**src/design/mp2a_pkg.sv**
```systemverilog
// ----------------------------------------------------------------------------
// mp2a_pkg
// Shared types and constants for the 2-D max pooling block with argmax.
// ----------------------------------------------------------------------------
`default_nettype none

package mp2a_pkg;

  localparam int SAMPLE_W   = 32;
  localparam int INDEX_W    = 22;
  localparam int CFG_DATA_W = 9;
  localparam int CFG_ADDR_W = 3;

  localparam int DEF_MAX_CHANNELS = 64;
  localparam int DEF_MAX_HEIGHT   = 256;
  localparam int DEF_MAX_WIDTH    = 256;
  localparam int DEF_MAX_KERNEL   = 8;
  localparam int DEF_QUEUE_DEPTH  = 4;

  // job fields sized for the largest supported geometry
  localparam int JOB_COL_W  = 12;
  localparam int JOB_BANK_W = 4;

  localparam logic [CFG_ADDR_W-1:0] REG_CHANNELS   = 3'd0;
  localparam logic [CFG_ADDR_W-1:0] REG_HEIGHT     = 3'd1;
  localparam logic [CFG_ADDR_W-1:0] REG_WIDTH      = 3'd2;
  localparam logic [CFG_ADDR_W-1:0] REG_WIN_HEIGHT = 3'd3;
  localparam logic [CFG_ADDR_W-1:0] REG_WIN_WIDTH  = 3'd4;
  localparam logic [CFG_ADDR_W-1:0] REG_ROW_STRIDE = 3'd5;
  localparam logic [CFG_ADDR_W-1:0] REG_COL_STRIDE = 3'd6;

  typedef struct packed {
    logic [6:0] channels;
    logic [8:0] height;
    logic [8:0] width;
    logic [3:0] kh;
    logic [3:0] kw;
    logic [3:0] rs;
    logic [3:0] cs;
  } cfg_t;

  // one completed window, as handed from front to back
  typedef struct packed {
    logic [INDEX_W-1:0]    idx;   // flat index of the bottom-right sample
    logic [JOB_COL_W-1:0]  col;   // its column
    logic [JOB_BANK_W-1:0] bank;  // its line store bank
    logic                  last;
  } job_t;

  typedef enum logic [1:0] {
    BK_IDLE,
    BK_RUN,
    BK_FLUSH,
    BK_DONE
  } back_state_t;

endpackage

`default_nettype wire

```
**src/design/mp2a_front.sv**
```systemverilog
// ----------------------------------------------------------------------------
// mp2a_front
// Configuration registers, raster position tracking, line store writes and
// window detection. Each completed window is pushed to the job queue.
// ----------------------------------------------------------------------------
`default_nettype none

module mp2a_front import mp2a_pkg::*; #(
  parameter int MAX_CHANNELS = DEF_MAX_CHANNELS,
  parameter int MAX_HEIGHT   = DEF_MAX_HEIGHT,
  parameter int MAX_WIDTH    = DEF_MAX_WIDTH,
  parameter int MAX_KERNEL   = DEF_MAX_KERNEL,
  localparam int CHW = (MAX_CHANNELS > 1) ? $clog2(MAX_CHANNELS) : 1,
  localparam int RW  = (MAX_HEIGHT > 1) ? $clog2(MAX_HEIGHT) : 1,
  localparam int CW  = (MAX_WIDTH > 1) ? $clog2(MAX_WIDTH) : 1,
  localparam int BW  = (MAX_KERNEL > 1) ? $clog2(MAX_KERNEL) : 1,
  localparam int PW  = $clog2(MAX_KERNEL + 1)
) (
  input  wire logic                  clk,
  input  wire logic                  rst_n,
  input  wire logic                  cfg_we,
  input  wire logic [CFG_ADDR_W-1:0] cfg_index,
  input  wire logic [CFG_DATA_W-1:0] cfg_data,
  input  wire logic                  in_valid,
  output logic                       in_ready,
  input  wire logic [SAMPLE_W-1:0]   in_sample,
  input  wire logic                  q_full,
  input  wire logic                  drain_busy,
  output cfg_t                       cfg,
  output logic                       wr_en,
  output logic [BW-1:0]              wr_bank,
  output logic [CW-1:0]              wr_addr,
  output logic [SAMPLE_W-1:0]        wr_data,
  output logic                       push,
  output job_t                       push_job
);

  cfg_t              cfg_r;
  logic [CHW-1:0]    ch_r, ch_nxt;
  logic [RW-1:0]     row_r, row_nxt;
  logic [CW-1:0]     col_r, col_nxt;
  logic [PW-1:0]     rph_r, rph_nxt;
  logic [PW-1:0]     cph_r, cph_nxt;
  logic [BW-1:0]     bank_r, bank_nxt;
  logic [INDEX_W-1:0] idx_r, idx_nxt;

  logic accept, row_ready, col_ready, row_hit, col_hit;
  logic col_end, row_end, ch_end, last;

  function automatic logic [8:0] clamp_reg(input logic [8:0] v, input int hi);
    if (v == 9'd0) return 9'd1;
    if (int'(v) > hi) return 9'(hi);
    return v;
  endfunction

  assign cfg = cfg_r;

  // a new row overwrites an old bank: let the back end finish reading first
  assign in_ready = !q_full && !((col_r == '0) && drain_busy);
  assign accept   = in_valid && in_ready;

  always_comb begin
    row_ready = (32'(row_r) + 1) >= 32'(cfg_r.kh);
    col_ready = (32'(col_r) + 1) >= 32'(cfg_r.kw);
    row_hit   = row_ready && (rph_r == '0);
    col_hit   = col_ready && (cph_r == '0);
    col_end   = (32'(col_r) + 1) >= 32'(cfg_r.width);
    row_end   = (32'(row_r) + 1) >= 32'(cfg_r.height);
    ch_end    = (32'(ch_r) + 1) >= 32'(cfg_r.channels);
    // final window: no further hit row or column fits in the plane
    last      = ch_end && ((32'(row_r) + 32'(cfg_r.rs)) >= 32'(cfg_r.height)) &&
                ((32'(col_r) + 32'(cfg_r.cs)) >= 32'(cfg_r.width));

    ch_nxt   = ch_r;
    row_nxt  = row_r;
    col_nxt  = col_r + 1'b1;
    rph_nxt  = rph_r;
    cph_nxt  = cph_r;
    bank_nxt = bank_r;
    idx_nxt  = idx_r + 1'b1;

    if (col_ready) begin
      cph_nxt = ((32'(cph_r) + 1) >= 32'(cfg_r.cs)) ? '0 : cph_r + 1'b1;
    end
    if (col_end) begin
      col_nxt = '0;
      cph_nxt = '0;
      if (row_ready) begin
        rph_nxt = ((32'(rph_r) + 1) >= 32'(cfg_r.rs)) ? '0 : rph_r + 1'b1;
      end
      row_nxt  = row_r + 1'b1;
      bank_nxt = ((32'(bank_r) + 1) >= MAX_KERNEL) ? '0 : bank_r + 1'b1;
      if (row_end) begin
        row_nxt  = '0;
        rph_nxt  = '0;
        bank_nxt = '0;
        ch_nxt   = ch_end ? '0 : ch_r + 1'b1;
        if (ch_end) begin
          idx_nxt = '0;
        end
      end
    end
  end

  assign wr_en   = accept;
  assign wr_bank = bank_r;
  assign wr_addr = col_r;
  assign wr_data = in_sample;

  assign push          = accept && row_hit && col_hit;
  assign push_job.idx  = idx_r;
  assign push_job.col  = JOB_COL_W'(col_r);
  assign push_job.bank = JOB_BANK_W'(bank_r);
  assign push_job.last = last;

  always_ff @(posedge clk) begin
    if (!rst_n) begin
      cfg_r.channels <= 7'd1;
      cfg_r.height   <= 9'd8;
      cfg_r.width    <= 9'd8;
      cfg_r.kh       <= 4'd2;
      cfg_r.kw       <= 4'd2;
      cfg_r.rs       <= 4'd2;
      cfg_r.cs       <= 4'd2;
      ch_r   <= '0;
      row_r  <= '0;
      col_r  <= '0;
      rph_r  <= '0;
      cph_r  <= '0;
      bank_r <= '0;
      idx_r  <= '0;
    end else if (cfg_we) begin
      case (cfg_index)
        REG_CHANNELS:
          cfg_r.channels <= 7'(clamp_reg({2'b0, cfg_data[6:0]}, MAX_CHANNELS));
        REG_HEIGHT:     cfg_r.height <= clamp_reg(cfg_data, MAX_HEIGHT);
        REG_WIDTH:      cfg_r.width  <= clamp_reg(cfg_data, MAX_WIDTH);
        REG_WIN_HEIGHT: cfg_r.kh <= 4'(clamp_reg({5'b0, cfg_data[3:0]}, MAX_KERNEL));
        REG_WIN_WIDTH:  cfg_r.kw <= 4'(clamp_reg({5'b0, cfg_data[3:0]}, MAX_KERNEL));
        REG_ROW_STRIDE: cfg_r.rs <= 4'(clamp_reg({5'b0, cfg_data[3:0]}, MAX_KERNEL));
        REG_COL_STRIDE: cfg_r.cs <= 4'(clamp_reg({5'b0, cfg_data[3:0]}, MAX_KERNEL));
        default: ;
      endcase
      if (cfg_index <= REG_COL_STRIDE) begin
        ch_r   <= '0;
        row_r  <= '0;
        col_r  <= '0;
        rph_r  <= '0;
        cph_r  <= '0;
        bank_r <= '0;
        idx_r  <= '0;
      end
    end else if (accept) begin
      ch_r   <= ch_nxt;
      row_r  <= row_nxt;
      col_r  <= col_nxt;
      rph_r  <= rph_nxt;
      cph_r  <= cph_nxt;
      bank_r <= bank_nxt;
      idx_r  <= idx_nxt;
    end
  end

endmodule

`default_nettype wire

```
**config.mk**
```make
export PLATFORM = sky130hd
export DESIGN_NAME = mp2a_front
export DESIGN_NICKNAME = d
export VERILOG_FILES = /design/src/design/mp2a_pkg.sv /design/src/design/mp2a_front.sv
export SDC_FILE = /design/constraint.sdc
export NUM_CORES = 1
export LEC_CHECK = 0
export ABC_AREA = 1
export BUFFER_PORTS_ARGS = -buffer_cell sky130_fd_sc_hd__buf_2
export CORE_ASPECT_RATIO = 1.1
export CORE_MARGIN = 1.5
export CORE_UTILIZATION = 58
export CTS_CLUSTER_SIZE = 40
export DETAILED_ROUTE_END_ITERATION = 7
export PLACE_DENSITY = 0.86
export SLEW_MARGIN = 25
export SYNTH_ARGS = -nofsm -noshare
export SYNTH_HDL_FRONTEND = slang
export SYNTH_SLANG_ARGS = --single-unit
```
**constraint.sdc**
```tcl
create_clock -name clk -period 7.93 [get_ports clk]
set_input_delay 1.586 -clock clk [delete_from_list [all_inputs] [get_ports clk]]
set_output_delay 1.586 -clock clk [all_outputs]
set_load 0.01 [all_outputs]
```
==> flow_summary.json <==
{
  "outcome": "completed",
  "syn_inst": 1079,
  "synthFlopType": "dfxtp_1",
  "fillers": 1041,
  "grt_pass1_wl_um": 29200,
  "fin_crit_sh_pct": 61.7,
  "dieHeight_um": 121,
  "ctsHtreeMaxLevel": 3,
  "grt_overflow": 0,
  "cellPowerDensity_nw_per_um2": 186,
  "syn_to_final_growth_pct": 7.52,
  "final_nets": 1259,
  "drive_gt1_share_pct": 13.4,
  "num_vias": 6921,
  "yosysUniqueCellTypes": 43,
  "hold_viol": 0,
  "yosysSeqAreaShare_pct": 26.3,
  "grt_max_degree": 64,
  "total_power_uw": 1460,
  "setup_violations": 0,
  "core_um2": 12200,
  "drt-met1-wl_um": 7820,
  "synthAdderAreaFrac_pct": 13.7,
  "synthSimpleGateAreaFrac_pct": 30.4,
  "syn_avg_cell_area_um2": 6.78,
  "die_area_um2": 13300,
  "hold_buffers": 0,
  "antenna_cells": 0,
  "postCtsSetupBuffers": 0,
  "io_pins": 176,
  "dr_wl_met3_um": 1340,
  "synth-xor-area-share_pct": 3.95,
  "grt_pass1_vias": 6263,
  "cts_sinks": 96,
  "async_flop_share_pct": 0,
  "first_pass_iters": 5,
  "ys_seq_elements": 96,
  "start_util_pct": 60.0,
  "mostFrequentLayoutCell": "nand2_1",
  "endpoint_kind": "primary output",
  "antenna_found_initial": 0,
  "place.gp.congestion": 0.980,
  "synth_top_family_by_area": "simple AND/OR/NAND/NOR gates",
  "critPathRequiredTime_ps": 6340,
  "clockBufferDepth": 2,
  "cp-start-kind": "flip-flop",
  "avgRoutedWirePerCell_um": 14.3,
  "clkTransAtPathRegs_ps": 70,
  "cap_violations": 0,
  "synth-compound-area-share_pct": 10.1,
  "layout_common_cells": "nand2_1 (218), inv_1 (156), nor2_1 (141)",
  "synth_edf_count": 0,
  "vdd_drop_max_v": 0.000126,
  "finalCriticalPeriod_ps": 4890,
  "place_hpwl_um": 13900,
  "row_count": 42,
  "final_core_util_pct": 64.5,
  "skew_ps": 7.50,
  "cts_buffers": 9,
  "yosys_warnings": 0,
  "drt_wl_total_um": 18400,
  "die_w_um": 110,
  "drc": 0,
  "tns_ps": 0,
  "worstPathArrival_ps": 3310,
  "post_cts_resized": 0,
  "hp-class": "reg -> reg",
  "cts-root-buf": "clkbuf_16",
  "path_max_fanout": 10,
  "ant_nets": 0,
  "drt_iter0_drc": 535,
  "insertion_delay_ps": 350,
  "fmax_mhz": 204,
  "p_leak_uw": 0.00404,
  "rsz0062_at_grt": "no",
  "grt_use_total_pct": 27.8,
  "cts_tree": "built",
  "routed_via_density": 5.37,
  "place_ws_ps": 3530,
  "slew_violations": 0,
  "crit_type": "reg -> out",
  "tightest_slew_ps": 800,
  "top_layer": "met4",
  "synth_area_um2": 7320,
  "slew_headroom_pct": 46.5,
  "io_buffers": 106,
  "synthMuxAreaShare_pct": 0,
  "setup_slack_ps": 3040,
  "met2_length_um": 8590
}
## per-stage QoR
step / hold WS [ps] / instances / area, um^2
after detailed placement: 473 / 1273 / 7530
after floorplan: 464 / 1083 / 7330
after CTS: 486 / 1288 / 7870
final: 481 / 1288 / 7870
after global placement: 466 / 1273 / 7530
after global routing: 521 / 1288 / 7870
## registers in the layout, summed over array words and instances (netlist names)
register and count:
cfg 41, row_r 8, ch_r 6, rph_r 4, wr_bank 3, wr_addr 8, cph_r 4, idx_r 22
## critical path: stages (launching register included)
cell	delay, ps
dfxtp_1	570
ha_1	260
inv_1	60
fa_1	400
inv_1	80
a31oi_1	120
nor2_1	140
xor2_1	90
ha_1	340
nand2_1	70
nor3_1	190
nand3b_1	110
o2111ai_1	110
o21ai_0	110
nor2_1	150
buf_2	150
## synthesized netlist by cell type (8+ instances only)
library cell | number | area share, %
nand2_1 | 218 | 11
inv_1 | 156 | 8.0
nor2_1 | 141 | 7.2
dfxtp_1 | 96 | 26
ha_1 | 77 | 13
nand3_1 | 77 | 5.3
a21oi_1 | 61 | 4.2
buf_4 | 55 | 5.6
o21ai_0 | 42 | 2.9
xor2_1 | 25 | 3.0
nand4_1 | 19 | 1.6
nor3_1 | 13 | 0.89
nand3b_1 | 10 | 1.0
nand2_2 | 8 | 0.68
o21ai_1 | 8 | 0.55
xnor2_1 | 8 | 0.96
## final timing paths
check             start           to  slack (ps)  cells after the start
max          wr_addr[0]  push_job[0]        3040                     15
min             cfg[14]      cfg[14]         480                      2
max reg2reg    row_r[0]     rph_r[0]        4580                     17
min reg2reg     cfg[14]      cfg[14]         480                      2
## layout make-up
class / instances / area, um^2 / area share, %
Multi-Input combinational cell: 755 / 4270 / 54.3
Timing Repair Buffer: 107 / 538 / 6.84
Tap cell: 154 / 193 / 2.45
Clock inverter: 5 / 106 / 1.35
Clock buffer: 10 / 229 / 2.91
Sequential cell: 96 / 1920 / 24.4
Inverter: 161 / 609 / 7.74
## where the power goes
group / switching (uW) / internal (uW)
Sequential: 34.5 / 509
Combinational: 269 / 149
Clock: 195 / 307
Total: 498 / 965
## layer usage
metal | global-route usage, % | vias to the layer above
li1 | - | 3514
met1 | 34.6 | 3103
met2 | 46.5 | 248
met3 | 4.69 | 56
met4 | 12.8 | 0
met5 | 0 | -
## logic make-up (layout without fill, tap and decap cells)
| group | after synthesis | count (layout) |
|---|---|---|
| simple gates | 504 | 504 |
| buf+inv | 232 | 283 |
| compound gates | 134 | 134 |
| flops | 96 | 96 |
| fa+ha+maj | 79 | 79 |
| xor+xnor | 33 | 33 |
| other cells | 1 | 5 |
Note: power is estimated with default switching activity, not from simulation.
