--- src/design/mp2a_pkg.sv ---
// ----------------------------------------------------------------------------
// mp2a_pkg
// Shared types and constants for the 2-D max pooling block with argmax.
// ----------------------------------------------------------------------------
`default_nettype none

package mp2a_pkg;

  localparam int SAMPLE_W   = 32;
  localparam int INDEX_W    = 22;
  localparam int CFG_DATA_W = 9;
  localparam int CFG_ADDR_W = 3;

  localparam int DEF_MAX_CHANNELS = 64;
  localparam int DEF_MAX_HEIGHT   = 256;
  localparam int DEF_MAX_WIDTH    = 256;
  localparam int DEF_MAX_KERNEL   = 8;
  localparam int DEF_QUEUE_DEPTH  = 4;

  // job fields sized for the largest supported geometry
  localparam int JOB_COL_W  = 12;
  localparam int JOB_BANK_W = 4;

  localparam logic [CFG_ADDR_W-1:0] REG_CHANNELS   = 3'd0;
  localparam logic [CFG_ADDR_W-1:0] REG_HEIGHT     = 3'd1;
  localparam logic [CFG_ADDR_W-1:0] REG_WIDTH      = 3'd2;
  localparam logic [CFG_ADDR_W-1:0] REG_WIN_HEIGHT = 3'd3;
  localparam logic [CFG_ADDR_W-1:0] REG_WIN_WIDTH  = 3'd4;
  localparam logic [CFG_ADDR_W-1:0] REG_ROW_STRIDE = 3'd5;
  localparam logic [CFG_ADDR_W-1:0] REG_COL_STRIDE = 3'd6;

  typedef struct packed {
    logic [6:0] channels;
    logic [8:0] height;
    logic [8:0] width;
    logic [3:0] kh;
    logic [3:0] kw;
    logic [3:0] rs;
    logic [3:0] cs;
  } cfg_t;

  // one completed window, as handed from front to back
  typedef struct packed {
    logic [INDEX_W-1:0]    idx;   // flat index of the bottom-right sample
    logic [JOB_COL_W-1:0]  col;   // its column
    logic [JOB_BANK_W-1:0] bank;  // its line store bank
    logic                  last;
  } job_t;

  typedef enum logic [1:0] {
    BK_IDLE,
    BK_RUN,
    BK_FLUSH,
    BK_DONE
  } back_state_t;

endpackage

`default_nettype wire

--- src/design/mp2a_back.sv ---
// ----------------------------------------------------------------------------
// mp2a_back
// Window evaluation: reads one window column per cycle from all line store
// banks, reduces it with a compare tree, merges into the running maximum
// and places the result in the output register.
// ----------------------------------------------------------------------------
`default_nettype none

module mp2a_back import mp2a_pkg::*; #(
  parameter int MAX_WIDTH  = DEF_MAX_WIDTH,
  parameter int MAX_KERNEL = DEF_MAX_KERNEL,
  localparam int CW = (MAX_WIDTH > 1) ? $clog2(MAX_WIDTH) : 1,
  localparam int BW = (MAX_KERNEL > 1) ? $clog2(MAX_KERNEL) : 1,
  localparam int LEAVES = 2 ** BW
) (
  input  wire logic                clk,
  input  wire logic                rst_n,
  input  cfg_t                     cfg,
  input  wire logic                q_valid,
  input  job_t                     q_job,
  output logic                     q_pop,
  output logic                     busy,
  output logic [CW-1:0]            rd_addr,
  input  wire logic [SAMPLE_W-1:0] rd_data [MAX_KERNEL],
  output logic                     out_valid,
  input  wire logic                out_ready,
  output logic [SAMPLE_W-1:0]      out_max_value,
  output logic [INDEX_W-1:0]       out_max_index,
  output logic                     out_last_window
);

  back_state_t state_r, state_nxt;
  job_t        job_r;
  logic [BW-1:0] j_r;
  logic        fl_r;
  logic        issue, load_out, last_col;

  // read stage tags
  logic          rv_r;
  logic [BW-1:0] rj_r;
  // column result
  logic                cv_r;
  logic [SAMPLE_W-1:0] cval_r;
  logic [BW-1:0]       cd_r, cj_r;
  // running best
  logic                have_r;
  logic [SAMPLE_W-1:0] bval_r;
  logic [BW-1:0]       bd_r, bj_r;

  logic                out_valid_r, out_last_r;
  logic [SAMPLE_W-1:0] out_value_r;
  logic [INDEX_W-1:0]  out_index_r;

  // compare tree; d is the row distance above the bottom row
  logic                nv   [2*LEAVES];
  logic [SAMPLE_W-1:0] nval [2*LEAVES];
  logic [BW-1:0]       nd   [2*LEAVES];

  logic              win;
  logic [BW+8:0]     row_off;
  logic [INDEX_W-1:0] fin_idx;

  assign last_col = (32'(j_r) + 1) >= 32'(cfg.kw);

  always_comb begin
    state_nxt = state_r;
    case (state_r)
      BK_IDLE:  if (q_valid) state_nxt = BK_RUN;
      BK_RUN:   if (last_col) state_nxt = BK_FLUSH;
      BK_FLUSH: if (fl_r) state_nxt = BK_DONE;
      BK_DONE:  if (!out_valid_r || out_ready) state_nxt = BK_IDLE;
      default:  state_nxt = BK_IDLE;
    endcase
  end

  always_comb begin
    q_pop    = 1'b0;
    issue    = 1'b0;
    load_out = 1'b0;
    case (state_r)
      BK_IDLE: q_pop    = q_valid;
      BK_RUN:  issue    = 1'b1;
      BK_DONE: load_out = !out_valid_r || out_ready;
      default: ;
    endcase
  end

  assign busy    = (state_r != BK_IDLE);
  assign rd_addr = CW'(32'(job_r.col) - 32'(cfg.kw) + 1 + 32'(j_r));

  always_comb begin
    int t;
    t = 0;
    for (int b = 0; b < LEAVES; b++) begin
      t = int'(job_r.bank) - b;
      if (t < 0) t = t + MAX_KERNEL;
      nv[LEAVES+b]   = (b < MAX_KERNEL) && (t < int'(cfg.kh));
      nval[LEAVES+b] = (b < MAX_KERNEL) ? rd_data[b % MAX_KERNEL] : '0;
      nd[LEAVES+b]   = BW'(t);
    end
    nv[0]   = 1'b0;
    nval[0] = '0;
    nd[0]   = '0;
    for (int n = LEAVES - 1; n >= 1; n--) begin
      // on a tie the upper row (larger distance) wins
      if (!nv[2*n+1] || (nv[2*n] && (($signed(nval[2*n]) > $signed(nval[2*n+1])) ||
          ((nval[2*n] == nval[2*n+1]) && (nd[2*n] > nd[2*n+1]))))) begin
        nv[n] = nv[2*n];   nval[n] = nval[2*n];   nd[n] = nd[2*n];
      end else begin
        nv[n] = nv[2*n+1]; nval[n] = nval[2*n+1]; nd[n] = nd[2*n+1];
      end
    end
  end

  // later columns win only on a larger value, or on equal value in an upper row
  assign win = !have_r || ($signed(cval_r) > $signed(bval_r)) ||
               ((cval_r == bval_r) && (cd_r > bd_r));

  assign row_off = (BW+9)'(bd_r) * (BW+9)'(cfg.width);
  assign fin_idx = job_r.idx - INDEX_W'(row_off) -
                   INDEX_W'(32'(cfg.kw) - 1 - 32'(bj_r));

  always_ff @(posedge clk) begin
    if (q_pop) begin
      job_r <= q_job;
    end
    rj_r   <= j_r;
    cval_r <= nval[1];
    cd_r   <= nd[1];
    cj_r   <= rj_r;
    if (cv_r && win) begin
      bval_r <= cval_r;
      bd_r   <= cd_r;
      bj_r   <= cj_r;
    end
    if (load_out) begin
      out_value_r <= bval_r;
      out_index_r <= fin_idx;
      out_last_r  <= job_r.last;
    end
  end

  always_ff @(posedge clk) begin
    if (!rst_n) begin
      state_r     <= BK_IDLE;
      j_r         <= '0;
      fl_r        <= 1'b0;
      rv_r        <= 1'b0;
      cv_r        <= 1'b0;
      have_r      <= 1'b0;
      out_valid_r <= 1'b0;
    end else begin
      state_r <= state_nxt;
      rv_r    <= issue;
      cv_r    <= rv_r;
      if (q_pop) begin
        j_r    <= '0;
        have_r <= 1'b0;
      end else if (issue) begin
        j_r <= j_r + 1'b1;
      end
      if (cv_r) begin
        have_r <= 1'b1;
      end
      fl_r <= (state_r == BK_FLUSH) && !fl_r;
      if (load_out) begin
        out_valid_r <= 1'b1;
      end else if (out_ready) begin
        out_valid_r <= 1'b0;
      end
    end
  end

  assign out_valid       = out_valid_r;
  assign out_max_value   = out_value_r;
  assign out_max_index   = out_index_r;
  assign out_last_window = out_last_r;

endmodule

`default_nettype wire

--- config.mk ---
export PLATFORM = sky130hd
export DESIGN_NAME = mp2a_back
export DESIGN_NICKNAME = d
export VERILOG_FILES = /design/src/design/mp2a_pkg.sv /design/src/design/mp2a_back.sv
export SDC_FILE = /design/constraint.sdc
export NUM_CORES = 1
export LEC_CHECK = 0
export BUFFER_PORTS_ARGS = -buffer_cell sky130_fd_sc_hd__buf_2
export CORE_MARGIN = 1.5
export CORE_UTILIZATION = 52
export DETAILED_ROUTE_END_ITERATION = 8
export GPL_TIMING_DRIVEN = 0
export PLACE_DENSITY_LB_ADDON = 0.15
export RECOVER_POWER = 100
export SKIP_LAST_GASP = 1
export SLEW_MARGIN = 15
export SYNTH_ARGS = -nofsm -noshare
export SYNTH_HDL_FRONTEND = slang
export SYNTH_SLANG_ARGS = --single-unit
export TNS_END_PERCENT = 30
--- constraint.sdc ---
create_clock -name clk -period 8.9 [get_ports clk]
set_input_delay 1.78 -clock clk [delete_from_list [all_inputs] [get_ports clk]]
set_output_delay 1.78 -clock clk [all_outputs]
set_load 0.01 [all_outputs]
==> metrics.md <==
| Metric | Value |
|---|---|
| Htree depth | `4` |
| Worst skew pair latency | `0.45 ns` |
| Commonest non-fill, non-tap cell in the layout | `ha_1` |
| Failing checks | `max-capacitance violations, max-slew violations, negative setup slack` |
| Min Tclk post-route | `9.22 ns` |
| I/O Pins | `406` |
| Most frequent cells in the layout | `339 x ha_1, 313 x inv_1, 304 x buf_2` |
| Hold Buf Count CTS | `0` |
| Slowest stage delay, CP | `0.60 ns` |
| Multi-input logic area | `0.0144 mm^2` |
| Core area | `0.0368 mm^2` |
| Drt wl/cell | `21.0 um` |
| MaxCap Viol Count | `2` |
| GRT Overall Usage | `0.325` |
| Remaining antenna violation count after routing | `0` |
| Area delta synth->final | `27.9%` |
| Flop2flop setup slack | `-0.17 ns` |
| Clock skew | `0.0112 ns` |
| Synth Net Count | `2856` |
| Final core occ | `0.680` |
| Ys Warns | `0` |
| Sequential share of the synthesized area | `0.249` |
| Clock tree buffer depth | `2` |
| Number of flops mapped to enable cells by yosys | `128` |
| Post-route clock period utilization | `1.04` |
| Worst path arrival time | `9.49 ns` |
| Die width | `197 um` |
| Pre-Repair DR Iteration Count | `5` |
| Vias/cell | `5.79` |
| Worst-path clk slew | `0.07 ns` |
| Fillers | `2971` |
| Crit-path slowest cell | `a222oi_1` |
| Std-Cell Rows | `70` |
| GPL Wtd Cong | `0.983` |
| Worst-Margin Slew | `1.75 ns` |
| CTS Sinks | `179` |
| Main flop type after synthesis | `edfxtp_1` |
| CP required | `9.17 ns` |
| CTS tree | `yes` |
| IO buf count | `377` |
| Setup Viol. Count Final | `35` |
| Die area | `0.0388 mm^2` |
| Worst path depth | `37` |
| DR vias | `17.9k` |
| Mean post-synth cell area | `9.24 um^2` |
| Crit path launch | `rd_data[77]` |
| Startpoint types | `input pin` |
| Slew Limit Fails | `61` |
| Hold Path Class | `flop to flop` |
| Reg2reg start | `job_r[4]$_DFFE_PP_` |
| Status | `finished with violations` |
| CP Capture Type | `flop` |
| Post-Route WL | `65.0 mm` |
| Post-synthesis cell count | `2116` |
| WP buf/inv | `10` |
| Kind of critical path | `input pin to flop` |
| Drc violations | `0` |
| Async S/R FF share, synth | `0` |
| Root buf cell | `clkbuf_16` |
| Top Metal Used | `met5` |
| Layout cells sized above 1 | `0.285` |
| Final hold violations | `0` |
| Synthesized cell area | `0.0196 mm^2` |
| Initial antenna violation count | `23` |
| Met3 wire len | `5.41 mm` |
| HPWL after DPL | `52.8 mm` |
| CP delay by family, top | `simple AND/OR/NAND/NOR gates` |
| Flops & latches, synth | `179` |
| Fmax | `108 MHz` |
| Met2 routed WL | `30.9 mm` |
| Yosys cell types | `83` |
| Die Y-Extent | `197 um` |
| CTS Buf Count | `17` |
| Metal-1 WL | `25.4 mm` |
| R2r worst-path depth | `39` |
| Initial DRC Count | `1166` |
| Initial Util | `0.532` |
| Total gr overflow | `0` |
| First-pass GRT wire length | `94.9 mm` |
| Crit path capture | `cd_r[0]$_DFF_P_` |
| Max_slew headroom | `-0.164` |
| Final #Nets | `3334` |
| Final worst-path setup slack | `-0.325 ns` |
| Reg-to-reg endpoint | `cd_r[0]$_DFF_P_` |
| Largest net degree at the start of global routing | `31` |
| Crit-path max FO | `8` |
| Register area | `0.00486 mm^2` |
| Vias in the first global route | `17.5k` |
| RSZ-0062 raised after global routing | `true` |
-- metal layers --
layer,vias to the layer above,GRT usage
li1,8593,-
met1,8441,0.385
met2,709,0.556
met3,179,0.0703
met4,8,0.160
met5,-,0
-- cells by family after synthesis --
kind of cell,after synthesis,share of synthesized area
xor+xnor,51,0.0232
flops,179,0.249
buf+inv,382,0.0799
simple gates,495,0.129
compound gates,474,0.162
fa+ha+maj,400,0.268
mux,135,0.0893
-- per-stage QoR --
step           worst slack [ns]  TNS (ns)  hold slack [ns]  instance area, um^2  std cells
3_3_place_gp              -3.17   -105.83            0.311                22000       2961
6_report                 -0.325     -5.27            0.328                25000       3096
4_1_cts                  -0.178     -3.08            0.329                24100       3049
2_1_floorplan            0.0959         0            0.310                19600       2116
3_5_place_dp              -3.19   -106.44            0.312                22100       2966
5_1_grt                  -0.479    -10.41            0.333                25000       3080
-- state kept, by name, indices dropped and copies added (netlist names) --
signal and flops:
cval_r 32, cd_r 3, fl_r 1, cj_r 3, bval_r 32, out_last_window 1
job_r 35, rj_r 3, bj_r 3, have_r 1, cv_r 1, out_valid 1
out_max_value 32, bd_r 3, j_r 3, out_max_index 22, rv_r 1, state_r 2
-- worst min path at each step --
stage | start | end | slack, ns | cells past startpoint
after floorplan | rj_r[0]$_DFF_P_ | cj_r[0]$_DFF_P_ | 0.31 | 0
after global placement | rj_r[1]$_DFF_P_ | cj_r[1]$_DFF_P_ | 0.31 | 0
after detailed placement | rj_r[2]$_DFF_P_ | cj_r[2]$_DFF_P_ | 0.31 | 0
after CTS | rj_r[2]$_DFF_P_ | cj_r[2]$_DFF_P_ | 0.33 | 0
after global routing | rj_r[2]$_DFF_P_ | cj_r[2]$_DFF_P_ | 0.33 | 0
final | rj_r[0]$_DFF_P_ | cj_r[0]$_DFF_P_ | 0.33 | 0
-- repair_timing --
action	4_1_cts	5_1_grt
endpoints found under the hold margin	0	0
setup endpoints to repair	35	36
gates cloned	3	2
buffers inserted	49	27
gates resized for setup	176	173
pin swaps	47	47
-- final cells by class --
cell class / count / area share
Timing Repair Buffer: 461 / 0.107
Sequential cell: 179 / 0.194
Buffer: 54 / 0.0234
Clock buffer: 19 / 0.0186
Multi-Input combinational cell: 1555 / 0.577
Tap cell: 468 / 0.0234
Clock inverter: 13 / 0.00455
Antenna cell: 21 / 0.00210
Inverter: 326 / 0.0492
-- synthesized netlist by cell type, drive strengths merged (5+ instances only) --
cell type	count	area [um^2]
a211o	6	52.6
a211oi	11	87.6
a21boi	37	278
a21o	49	368
a21oi	164	821
a221oi	5	43.8
a31oi	7	43.8
and2	29	181
and3	6	37.5
buf	32	249
clkbuf	24	90.1
dfxtp	51	1020
edfxtp	128	3840
fa	32	641
ha	368	4600
inv	326	1220
mux2	64	724
mux2i	71	1020
nand2	96	363
nand2b	43	269
nand3	34	170
nand4	57	357
nor2	116	438
nor2b	27	176
nor3	51	255
nor4	11	90.1
o2111ai	33	289
o211ai	46	350
o21a	17	128
o21ai	48	240
o21bai	8	60.1
o31ai	5	37.5
or2	11	68.8
xnor2	41	367
xor2	10	87.6
Power is not shown: default switching activity piles up to over one toggle a cycle in this logic, so the estimate is an artifact.
