[src/design/mp2a_pkg.sv]
// ----------------------------------------------------------------------------
// mp2a_pkg
// Shared types and constants for the 2-D max pooling block with argmax.
// ----------------------------------------------------------------------------
`default_nettype none

package mp2a_pkg;

  localparam int SAMPLE_W   = 32;
  localparam int INDEX_W    = 22;
  localparam int CFG_DATA_W = 9;
  localparam int CFG_ADDR_W = 3;

  localparam int DEF_MAX_CHANNELS = 64;
  localparam int DEF_MAX_HEIGHT   = 256;
  localparam int DEF_MAX_WIDTH    = 256;
  localparam int DEF_MAX_KERNEL   = 8;
  localparam int DEF_QUEUE_DEPTH  = 4;

  // job fields sized for the largest supported geometry
  localparam int JOB_COL_W  = 12;
  localparam int JOB_BANK_W = 4;

  localparam logic [CFG_ADDR_W-1:0] REG_CHANNELS   = 3'd0;
  localparam logic [CFG_ADDR_W-1:0] REG_HEIGHT     = 3'd1;
  localparam logic [CFG_ADDR_W-1:0] REG_WIDTH      = 3'd2;
  localparam logic [CFG_ADDR_W-1:0] REG_WIN_HEIGHT = 3'd3;
  localparam logic [CFG_ADDR_W-1:0] REG_WIN_WIDTH  = 3'd4;
  localparam logic [CFG_ADDR_W-1:0] REG_ROW_STRIDE = 3'd5;
  localparam logic [CFG_ADDR_W-1:0] REG_COL_STRIDE = 3'd6;

  typedef struct packed {
    logic [6:0] channels;
    logic [8:0] height;
    logic [8:0] width;
    logic [3:0] kh;
    logic [3:0] kw;
    logic [3:0] rs;
    logic [3:0] cs;
  } cfg_t;

  // one completed window, as handed from front to back
  typedef struct packed {
    logic [INDEX_W-1:0]    idx;   // flat index of the bottom-right sample
    logic [JOB_COL_W-1:0]  col;   // its column
    logic [JOB_BANK_W-1:0] bank;  // its line store bank
    logic                  last;
  } job_t;

  typedef enum logic [1:0] {
    BK_IDLE,
    BK_RUN,
    BK_FLUSH,
    BK_DONE
  } back_state_t;

endpackage

`default_nettype wire

[src/design/mp2a_queue.sv]
// ----------------------------------------------------------------------------
// mp2a_queue
// Short FIFO of window jobs between the front and back ends.
// ----------------------------------------------------------------------------
`default_nettype none

module mp2a_queue import mp2a_pkg::*; #(
  parameter int DEPTH = DEF_QUEUE_DEPTH,
  localparam int AW = (DEPTH > 1) ? $clog2(DEPTH) : 1,
  localparam int NW = $clog2(DEPTH + 1)
) (
  input  wire logic clk,
  input  wire logic rst_n,
  input  wire logic push,
  input  job_t      push_job,
  output logic      full,
  input  wire logic pop,
  output logic      valid,
  output job_t      head
);

  job_t          slot_r [DEPTH];
  logic [AW-1:0] wp_r, rp_r;
  logic [NW-1:0] cnt_r;

  assign full  = (32'(cnt_r) == DEPTH);
  assign valid = (cnt_r != '0);
  assign head  = slot_r[rp_r];

  always_ff @(posedge clk) begin
    if (push) begin
      slot_r[wp_r] <= push_job;
    end
  end

  always_ff @(posedge clk) begin
    if (!rst_n) begin
      wp_r  <= '0;
      rp_r  <= '0;
      cnt_r <= '0;
    end else begin
      if (push) begin
        wp_r <= ((32'(wp_r) + 1) >= DEPTH) ? '0 : wp_r + 1'b1;
      end
      if (pop) begin
        rp_r <= ((32'(rp_r) + 1) >= DEPTH) ? '0 : rp_r + 1'b1;
      end
      case ({push, pop})
        2'b10:   cnt_r <= cnt_r + 1'b1;
        2'b01:   cnt_r <= cnt_r - 1'b1;
        default: cnt_r <= cnt_r;
      endcase
    end
  end

endmodule

`default_nettype wire

[config.mk]
export PLATFORM = sky130hd
export DESIGN_NAME = mp2a_queue
export DESIGN_NICKNAME = d
export VERILOG_FILES = /design/src/design/mp2a_pkg.sv /design/src/design/mp2a_queue.sv
export SDC_FILE = /design/constraint.sdc
export NUM_CORES = 1
export LEC_CHECK = 0
export ABC_AREA = 1
export ABC_CLOCK_PERIOD_IN_PS = 3200
export BUFFER_PORTS_ARGS = -buffer_cell sky130_fd_sc_hd__buf_2
export CORE_MARGIN = 8
export CORE_UTILIZATION = 40
export DETAILED_ROUTE_END_ITERATION = 6
export GPL_ROUTABILITY_DRIVEN = 0
export RECOVER_POWER = 100
export SLEW_MARGIN = 0
export SYNTH_ARGS = -nofsm -noshare
export SYNTH_HDL_FRONTEND = slang
export SYNTH_SLANG_ARGS = --single-unit
[constraint.sdc]
create_clock -name clk -period 3.2 [get_ports clk]
set_clock_uncertainty 0.05 [all_clocks]
set_input_delay 0 -clock clk [delete_from_list [all_inputs] [get_ports clk]]
set_output_delay 0 -clock clk [all_outputs]
set_load 0.01 [all_outputs]
==> summary.txt, run 1 <==
Status
  • Status: finished, violations left
  • Failing checks: max-capacitance violations, max-slew violations

Worst setup path
  • Flop2flop setup slack: 0.77 ns
  • Worst reg2reg path startpoint: wp_r[1]
  • Element type at the critical path end: flop
  • Startpoint types: flop
  • Crit Path Category: reg -> reg
  • Worst setup endpoint: slot_r[1][18]
  • Crit path max fanout: 39
  • R2r endpoint: slot_r[1][18]
  • Crit path required time: 3.15 ns
  • Reg2Reg Depth: 4
  • Worst setup path start: wp_r[1]
  • WP data arrival: between 2 and 2.5 ns

Timing
  • Final Hold Viols: 0
  • Period utilisation layout: between 70% and 80%
  • Worst slew pin tran: 1.839 ns
  • Setup WS post-layout: just under 0.8 ns
  • Post-route minimum period: around 2.4 ns
  • TNS Setup: 0 ns
  • Max Clk Rate: 411.3 MHz
  • Final setup violation count: 0
  • Slew headroom: -22.71%
  • Max-slew violations: approximately 160
  • Unrepaired setup endpoints after global routing: no

Clock tree
  • H-Tree Depth: 4
  • Clock buffer depth: 2
  • CTS Buf Count: 17
  • CTS tree: built
  • Post-CTS sizing: 0
  • Root Driver: clkbuf_16
  • Post-CTS setup buffer count: 0
  • CTS Hold Bufs: between 40 and 50
  • Worst-skew pair later-pin latency: 0.42 ns
  • Worst-path clk slew: 0.06 ns
  • Clk sinks: 165

Die
  • Die W: 141.0 um
  • Core area: about 15000 um2
  • Num rows: 45
  • Die area: 19880 um2
  • I/O pin count: 84
  • Initial Util: about two fifths
  • Die height: about 140 um

Power
  • Internal: about 3700 uW
  • Register share of total power: 52.7%
  • Total power: between 4000 and 5000 uW
  • P_sw: 1079 uW
  • Cell Pwr Density: 625.8 nW/um2
  • Switch share: between 20% and 30%
  • Max IR drop VDD: 0.0003156 V
  • Clock power share: 37.2%
  • Leak pwr: about 0.0025 uW
  • Combinational cell fraction of total power: 10.0%

Finish
  • Design Area, Final: about 7600 um2
  • Fill count: 1333
  • Share of layout cells above drive strength 1: 4.887%
  • Nets@finish: 610
  • Layout area overhead: 21.82%

Synth
  • Post-Syn Nets: 489
  • Commonest cells in the netlist: 156 x edfxtp_1, 88 x nor2_1, 80 x o21ai_0
  • Syn Inst Count: 439
  • Netlist cell types: 22
  • Main area contributors after synthesis: edfxtp_1 75%, o21ai_0 6.4%, nor2_1 5.3%
  • Count leader, synth: edfxtp_1
  • Yosys warns: 0
  • Post-synthesis register bit count: approximately 170
  • Sequential share of the synthesized area: a little under 80%
  • Asr flop ratio synth: 0%
  • Post-synth top area cell: edfxtp_1
  • EDFF count, synth: 156
  • Syn avg cell area: 14.24 um2
  • Synth top area share: 74.95%
  • Dominant synthesized flop cell: edfxtp_1
  • Mapped cell area: 6250 um2

Place
  • DPL Wire Length: 7407 um
  • Cell Area, Placed: 6782 um2
  • Port Buffers: 83
  • Place WS: 1.357 ns

Route
  • Wirelength per Cell: 16.79 um
  • Pre-antenna DRT Iters: 4
  • DRC errors left: 0
  • WL final: 13180 um
  • DR iter-0 viols: 345
  • Post-DRT Antenna Nets: 0
  • DR vias/cell: a little under 5
  • Via Count: slightly below 4000

Global route
  • First-pass GRT wire length: 21270 um
  • GR Overflow Total: 0
  • Total GRT Usage: 13.90%
  • Initial antenna violation count: 1
  • Vias in the first global route: slightly above 4000
  • Pin count of the biggest net entering global routing: approximately 80

Min path
  • Worst min-delay path category: in -> reg

Flow run
  • Max-cap violations: 4
==> placed cells by master (no fill, tap or decap), drive strengths merged <==
cell / netlist / layout
xnor2: 1 / 1
a21oi: 3 / 3
nand4: 1 / 1
clkbuf: 9 / 103
o22ai: 39 / 39
nor2: 88 / 88
fa: 1 / 1
ha: 6 / 6
nor3: 2 / 2
clkinv: 0 / 8
dlygate4sd3: 0 / 42
dfxtp: 9 / 9
nand2: 11 / 11
inv: 15 / 15
o21ai: 82 / 82
edfxtp: 156 / 156
buf: 16 / 5
bufinv: 0 / 1
diode: 0 / 1
==> worst min-delay path by stage <==
stage	from	endpoint	slack, ns	depth (start not counted)
2_1_floorplan	push_job[0]	slot_r[0][0]	0.05	0
3_3_place_gp	push_job[3]	slot_r[0][3]	0.16	1
3_5_place_dp	push_job[25]	slot_r[1][25]	0.17	1
4_1_cts	push_job[20]	slot_r[3][20]	0.27	2
5_1_grt	push_job[25]	slot_r[1][25]	0.33	2
6_report	push_job[12]	slot_r[3][12]	0.33	2
==> stage by stage <==
step                instances  util (%)  hold slack, ns
floorplan                 439         -         0.04887
global placement          710     44.44          0.1626
detailed placement        710     44.44          0.1678
CTS                       784     50.54          0.2674
global route              785     49.90          0.3279
finish                    785     49.90          0.3277
==> logic make-up (layout without fill, tap and decap cells) <==
logic type / after synthesis / count (layout) / share of synthesized area [%]
DFF: 165 / 165 / 77.84
AOI/OAI and AO/OA: 124 / 124 / 10.71
and+or+nand+nor: 102 / 102 / 6.206
buffers and inverters: 40 / 174 / 3.583
adders and majority gates: 7 / 7 / 1.522
xor gates and xnor gates: 1 / 1 / 0.1402
other: 0 / 1 / 0
==> state kept, by name (all words and copies together), names as in the netlist, named ones only <==
| name | count |
|---|---|
| wp_r | 2 |
| rp_r | 2 |
| slot_r | 156 |
| cnt_r | 3 |
==> worst max-delay path, cell delays in order (launching register included) <==
cell and delay (ns):
dfxtp_1 0.33, inv_1 0.10, ha_1 0.16, nand2_1 0.05, inv_1 1.30
==> cell type report <==
type / instances / area (um2) / share of cell area (%)
Timing Repair Buffer: 127 / 750.7 / 9.860
Clock buffer: 23 / 447.9 / 5.883
Inverter: 15 / 58.81 / 0.7724
Tap cell: 211 / 264.0 / 3.468
Antenna cell: 1 / 2.502 / 0.03287
Clock inverter: 9 / 61.31 / 0.8053
Sequential cell: 165 / 4867 / 63.93
Multi-Input combinational cell: 234 / 1161 / 15.25
==> layer usage <==
metal	part of all wire, %	wire length (um)	GRT usage (%)	up-vias
met5	0	0	0	-
met4	1.7	220	5.600	0
met3	4.7	617	4.153	18
met2	49	6461	22.83	90
met1	45	5882	16.86	1918
li1	-	-	-	1866
==> power by group through the flow <==
stage          clock (uW)  sequential, uW  combinational [uW]
6_report             1770            2510                 478
2_1_floorplan           0            2550                 279
3_5_place_dp            0            2560                 475
5_1_grt              1890            2520                 541
3_3_place_gp            0            2550                 464
4_1_cts              1800            2510                 517
Power figures use the tool's default switching activity.
==> run 2, diff against run 1 <==
- ABC_AREA: 1 -> 0
- ABC_CLOCK_PERIOD_IN_PS: 3200 -> 2200
- clock period: 3.2 -> 2.2 ns (I/O delays scaled with it)
==> run 2 against run 1 <==
The run now ends clean. Synthesized cell count is 44% lower. Critical path type unchanged. Combinational power grew 30%. Final cell count down 24%.
==> summary.txt, run 2 <==
Status
  • Status: finished clean (was finished, violations left)

Worst setup path
  • Worst setup endpoint: slot_r[1][34] (was slot_r[1][18])
  • Flop2flop setup slack: 0.25 ns (was 0.77 ns)
  • Reg2Reg Depth: 3 (was 4)
  • Startpoint types: flop (unchanged)
  • Crit path required time: 2.25 ns (was 3.15 ns)
  • Crit path max fanout: 18 (was 39)
  • Worst setup path start: wp_r[0] (was wp_r[1])
  • Element type at the critical path end: flop (unchanged)
  • R2r endpoint: slot_r[1][34] (was slot_r[1][18])
  • WP data arrival: 2.00 ns (was 2.39 ns)
  • Worst reg2reg path startpoint: wp_r[0] (was wp_r[1])
  • Crit Path Category: reg -> reg (unchanged)

Route
  • Pre-antenna DRT Iters: 4 (unchanged)
  • Post-DRT Antenna Nets: 0 (unchanged)
  • Via Count: 2914 (was 3892)
  • Wirelength per Cell: 19.29 um (was 16.79 um)
  • DRC errors left: 0 (unchanged)
  • DR vias/cell: 4.897 (was 4.958)
  • WL final: 11480 um (was 13180 um)
  • DR iter-0 viols: 133 (was 345)

Min path
  • Worst min-delay path category: in -> reg (unchanged)
  • Min-delay src: push_job[20] (was push_job[12])

Die
  • Die height: 139.2 um (was 141.0 um)
  • I/O pin count: 84 (unchanged)
  • Num rows: 45 (unchanged)
  • Die area: 19390 um2 (was 19880 um2)
  • Initial Util: 40.41% (was 40.96%)
  • Core area: 15030 um2 (was 15260 um2)
  • Die W: 139.2 um (was 141.0 um)

Global route
  • Total GRT Usage: 12.65% (was 13.90%)
  • Met3 Use GR: 4.856% (was 4.153%)
  • First-pass GRT wire length: 18290 um (was 21270 um)
  • Global Route met2 Usage: 21.92% (was 22.83%)
  • Met1 usage: 13.94% (was 16.86%)
  • GR Overflow Total: 0 (unchanged)
  • GRT Max-Usage Layer: met2 (unchanged)
  • Pin count of the biggest net entering global routing: 40 (was 79)
  • Initial antenna violation count: 1 (unchanged)
  • Vias in the first global route: 3304 (was 4054)

Synth
  • Dominant synthesized flop cell: edfxtp_1 (unchanged)
  • Syn Inst Count: 246 (was 439)
  • Count leader, synth: edfxtp_1 (unchanged)
  • Sequential share of the synthesized area: 80.08% (was 77.84%)
  • Syn avg cell area: 24.69 um2 (was 14.24 um2)
  • Yosys warns: 0 (unchanged)
  • Post-synth top area cell: edfxtp_1 (unchanged)
  • Post-Syn Nets: 296 (was 489)
  • Mapped cell area: 6075 um2 (was 6250 um2)
  • Commonest cells in the netlist: 156 x edfxtp_1, 39 x mux4_2, 9 x dfxtp_1 (was 156 x edfxtp_1, 88 x nor2_1, 80 x o21ai_0)
  • Synth top area share: 77.12% (was 74.95%)
  • Main area contributors after synthesis: edfxtp_1 77%, mux4_2 14%, dfxtp_1 3.0% (was edfxtp_1 75%, o21ai_0 6.4%, nor2_1 5.3%)
  • Netlist cell types: 20 (was 22)
  • EDFF count, synth: 156 (unchanged)
  • Asr flop ratio synth: 0% (unchanged)
  • Post-synthesis register bit count: 165 (unchanged)

Timing
  • Slew headroom: 47.92% (was -22.71%)
  • Minimum hold slack: 0.3273 ns (was 0.3277 ns)
  • Period utilisation layout: 88.78% (was 75.97%)
  • Max-slew violations: 0 (was 161)
  • Post-route minimum period: 1.953 ns (was 2.431 ns)
  • Final setup violation count: 0 (unchanged)
  • Max Clk Rate: 512.0 MHz (was 411.3 MHz)
  • Worst slew pin tran: 0.7808 ns (was 1.839 ns)
  • Final Hold Viols: 0 (unchanged)
  • TNS Setup: 0 ns (unchanged)
  • Unrepaired setup endpoints after global routing: no (unchanged)

Power
  • Leak pwr: 0.002453 uW (was 0.002543 uW)
  • Total power: 6810 uW (was 4765 uW)
  • Cell Pwr Density: 887.5 nW/um2 (was 625.8 nW/um2)
  • Max IR drop VDD: 0.0006877 V (was 0.0003156 V)

Finish
  • Area occupied by multi-input gates: 1144 um2 (was 1161 um2)
  • Top reg by flops: slot_r (unchanged)
  • Commonest cells after routing, fill and taps aside: 156 x edfxtp_1, 79 x clkbuf_1, 43 x dlygate4sd3_1 (was 156 x edfxtp_1, 88 x nor2_1, 86 x clkbuf_1)
  • Share of layout cells above drive strength 1: 20.20% (was 4.887%)
  • Layout area overhead: 26.32% (was 21.82%)
  • Most common cell after layout, fill and taps aside: edfxtp_1 (unchanged)
  • Nets@finish: 443 (was 610)
  • Top flop regs: slot_r: 156 flops, cnt_r: 3 flops (unchanged)
  • Largest register FFs: 156 (unchanged)
  • Register area: 4870 um2 (was 4867 um2)
  • Fill count: 1246 (was 1333)

Clock tree
  • CTS Buf Count: 17 (unchanged)
  • Worst-skew pair later-pin latency: 0.41 ns (was 0.42 ns)
  • Clk sinks: 165 (unchanged)
  • Clock buffer depth: 2 (unchanged)
  • Post-CTS setup buffer count: 0 (unchanged)
  • Worst-path clk slew: 0.06 ns (about the same)
  • CTS tree: built (unchanged)
  • H-Tree Depth: 4 (unchanged)
  • Root Driver: clkbuf_16 (unchanged)

Place
  • Port Buffers: 83 (unchanged)
  • DPL Wire Length: 7284 um (was 7407 um)

Flow run
  • Max-cap violations: 0 (was 4)
==> run 2: repair_timing <==
action | CTS | global route
gates resized for setup | 0 | 0
hold buffers | 43 | 0
endpoints found under the hold margin | 165 | 0
==> run 2: cells by family (layout without fill, tap and decap cells) <==
family / after synthesis / count (layout) / share of synthesized area (%)
AO/OA/AOI/OAI: 4 / 4 / 0.4119
XOR/XNOR: 2 / 2 / 0.2884
adder cells (fa/ha/maj): 7 / 7 / 1.565
buffers and inverters: 11 / 171 / 1.092
flip-flops: 165 / 165 / 80.08
multiplexers: 42 / 42 / 14.95
other: 0 / 1 / 0
AND/OR/NAND/NOR: 15 / 15 / 1.607
==> run 2: final cells by class <==
cell class / count / share of cell area [%]
antenna: 1 / 0.03261
timing repair buffer: 136 / 11.66
tap: 188 / 3.065
multi-input combinational: 70 / 14.90
inverter: 3 / 0.1467
clock buffer: 17 / 5.544
clock inverter: 15 / 1.190
sequential: 165 / 63.46
==> run 2: per-layer routing <==
metal	vias to the layer above	wire, um
met5	-	0
met4	0	121
met3	8	490
met2	62	6079
met1	1510	4786
li1	1334	-
==> run 2: how the worst min path moves through the flow <==
stage | endpoint | slack [ns] | cells after the start
6_report | slot_r[1][20] | 0.33 | 2
2_1_floorplan | slot_r[0][0] | 0.05 | 0
3_3_place_gp | slot_r[3][13] | 0.16 | 1
3_5_place_dp | slot_r[2][4] | 0.17 | 1
4_1_cts | slot_r[0][9] | 0.26 | 2
5_1_grt | slot_r[1][3] | 0.35 | 2
==> run 2: worst max-delay path, stage by stage (launching register included) <==
cell and delay (ns):
dfxtp_1 0.40, ha_1 0.16, and2_0 0.60, buf_4 0.42
==> run 2: where the power goes <==
part	switching, uW	internal, uW	leakage, uW	total [uW]
registers	49.5	3580	0.00151	3620
logic	321	302	0.000699	622
clock network	1140	1420	0.000246	2560
total	1510	5300	0.00245	6810
==> run 2: through the flow <==
stage	instance area [um2]	instances	worst slack [ns]	utilization, %
after floorplan	6075	246	0.2520	-
after global placement	6830	519	0.5653	45.43
after detailed placement	6830	519	0.5585	45.43
after CTS	7777	594	0.1977	51.74
after global routing	7674	595	0.08764	51.04
final	7674	595	0.2468	51.04
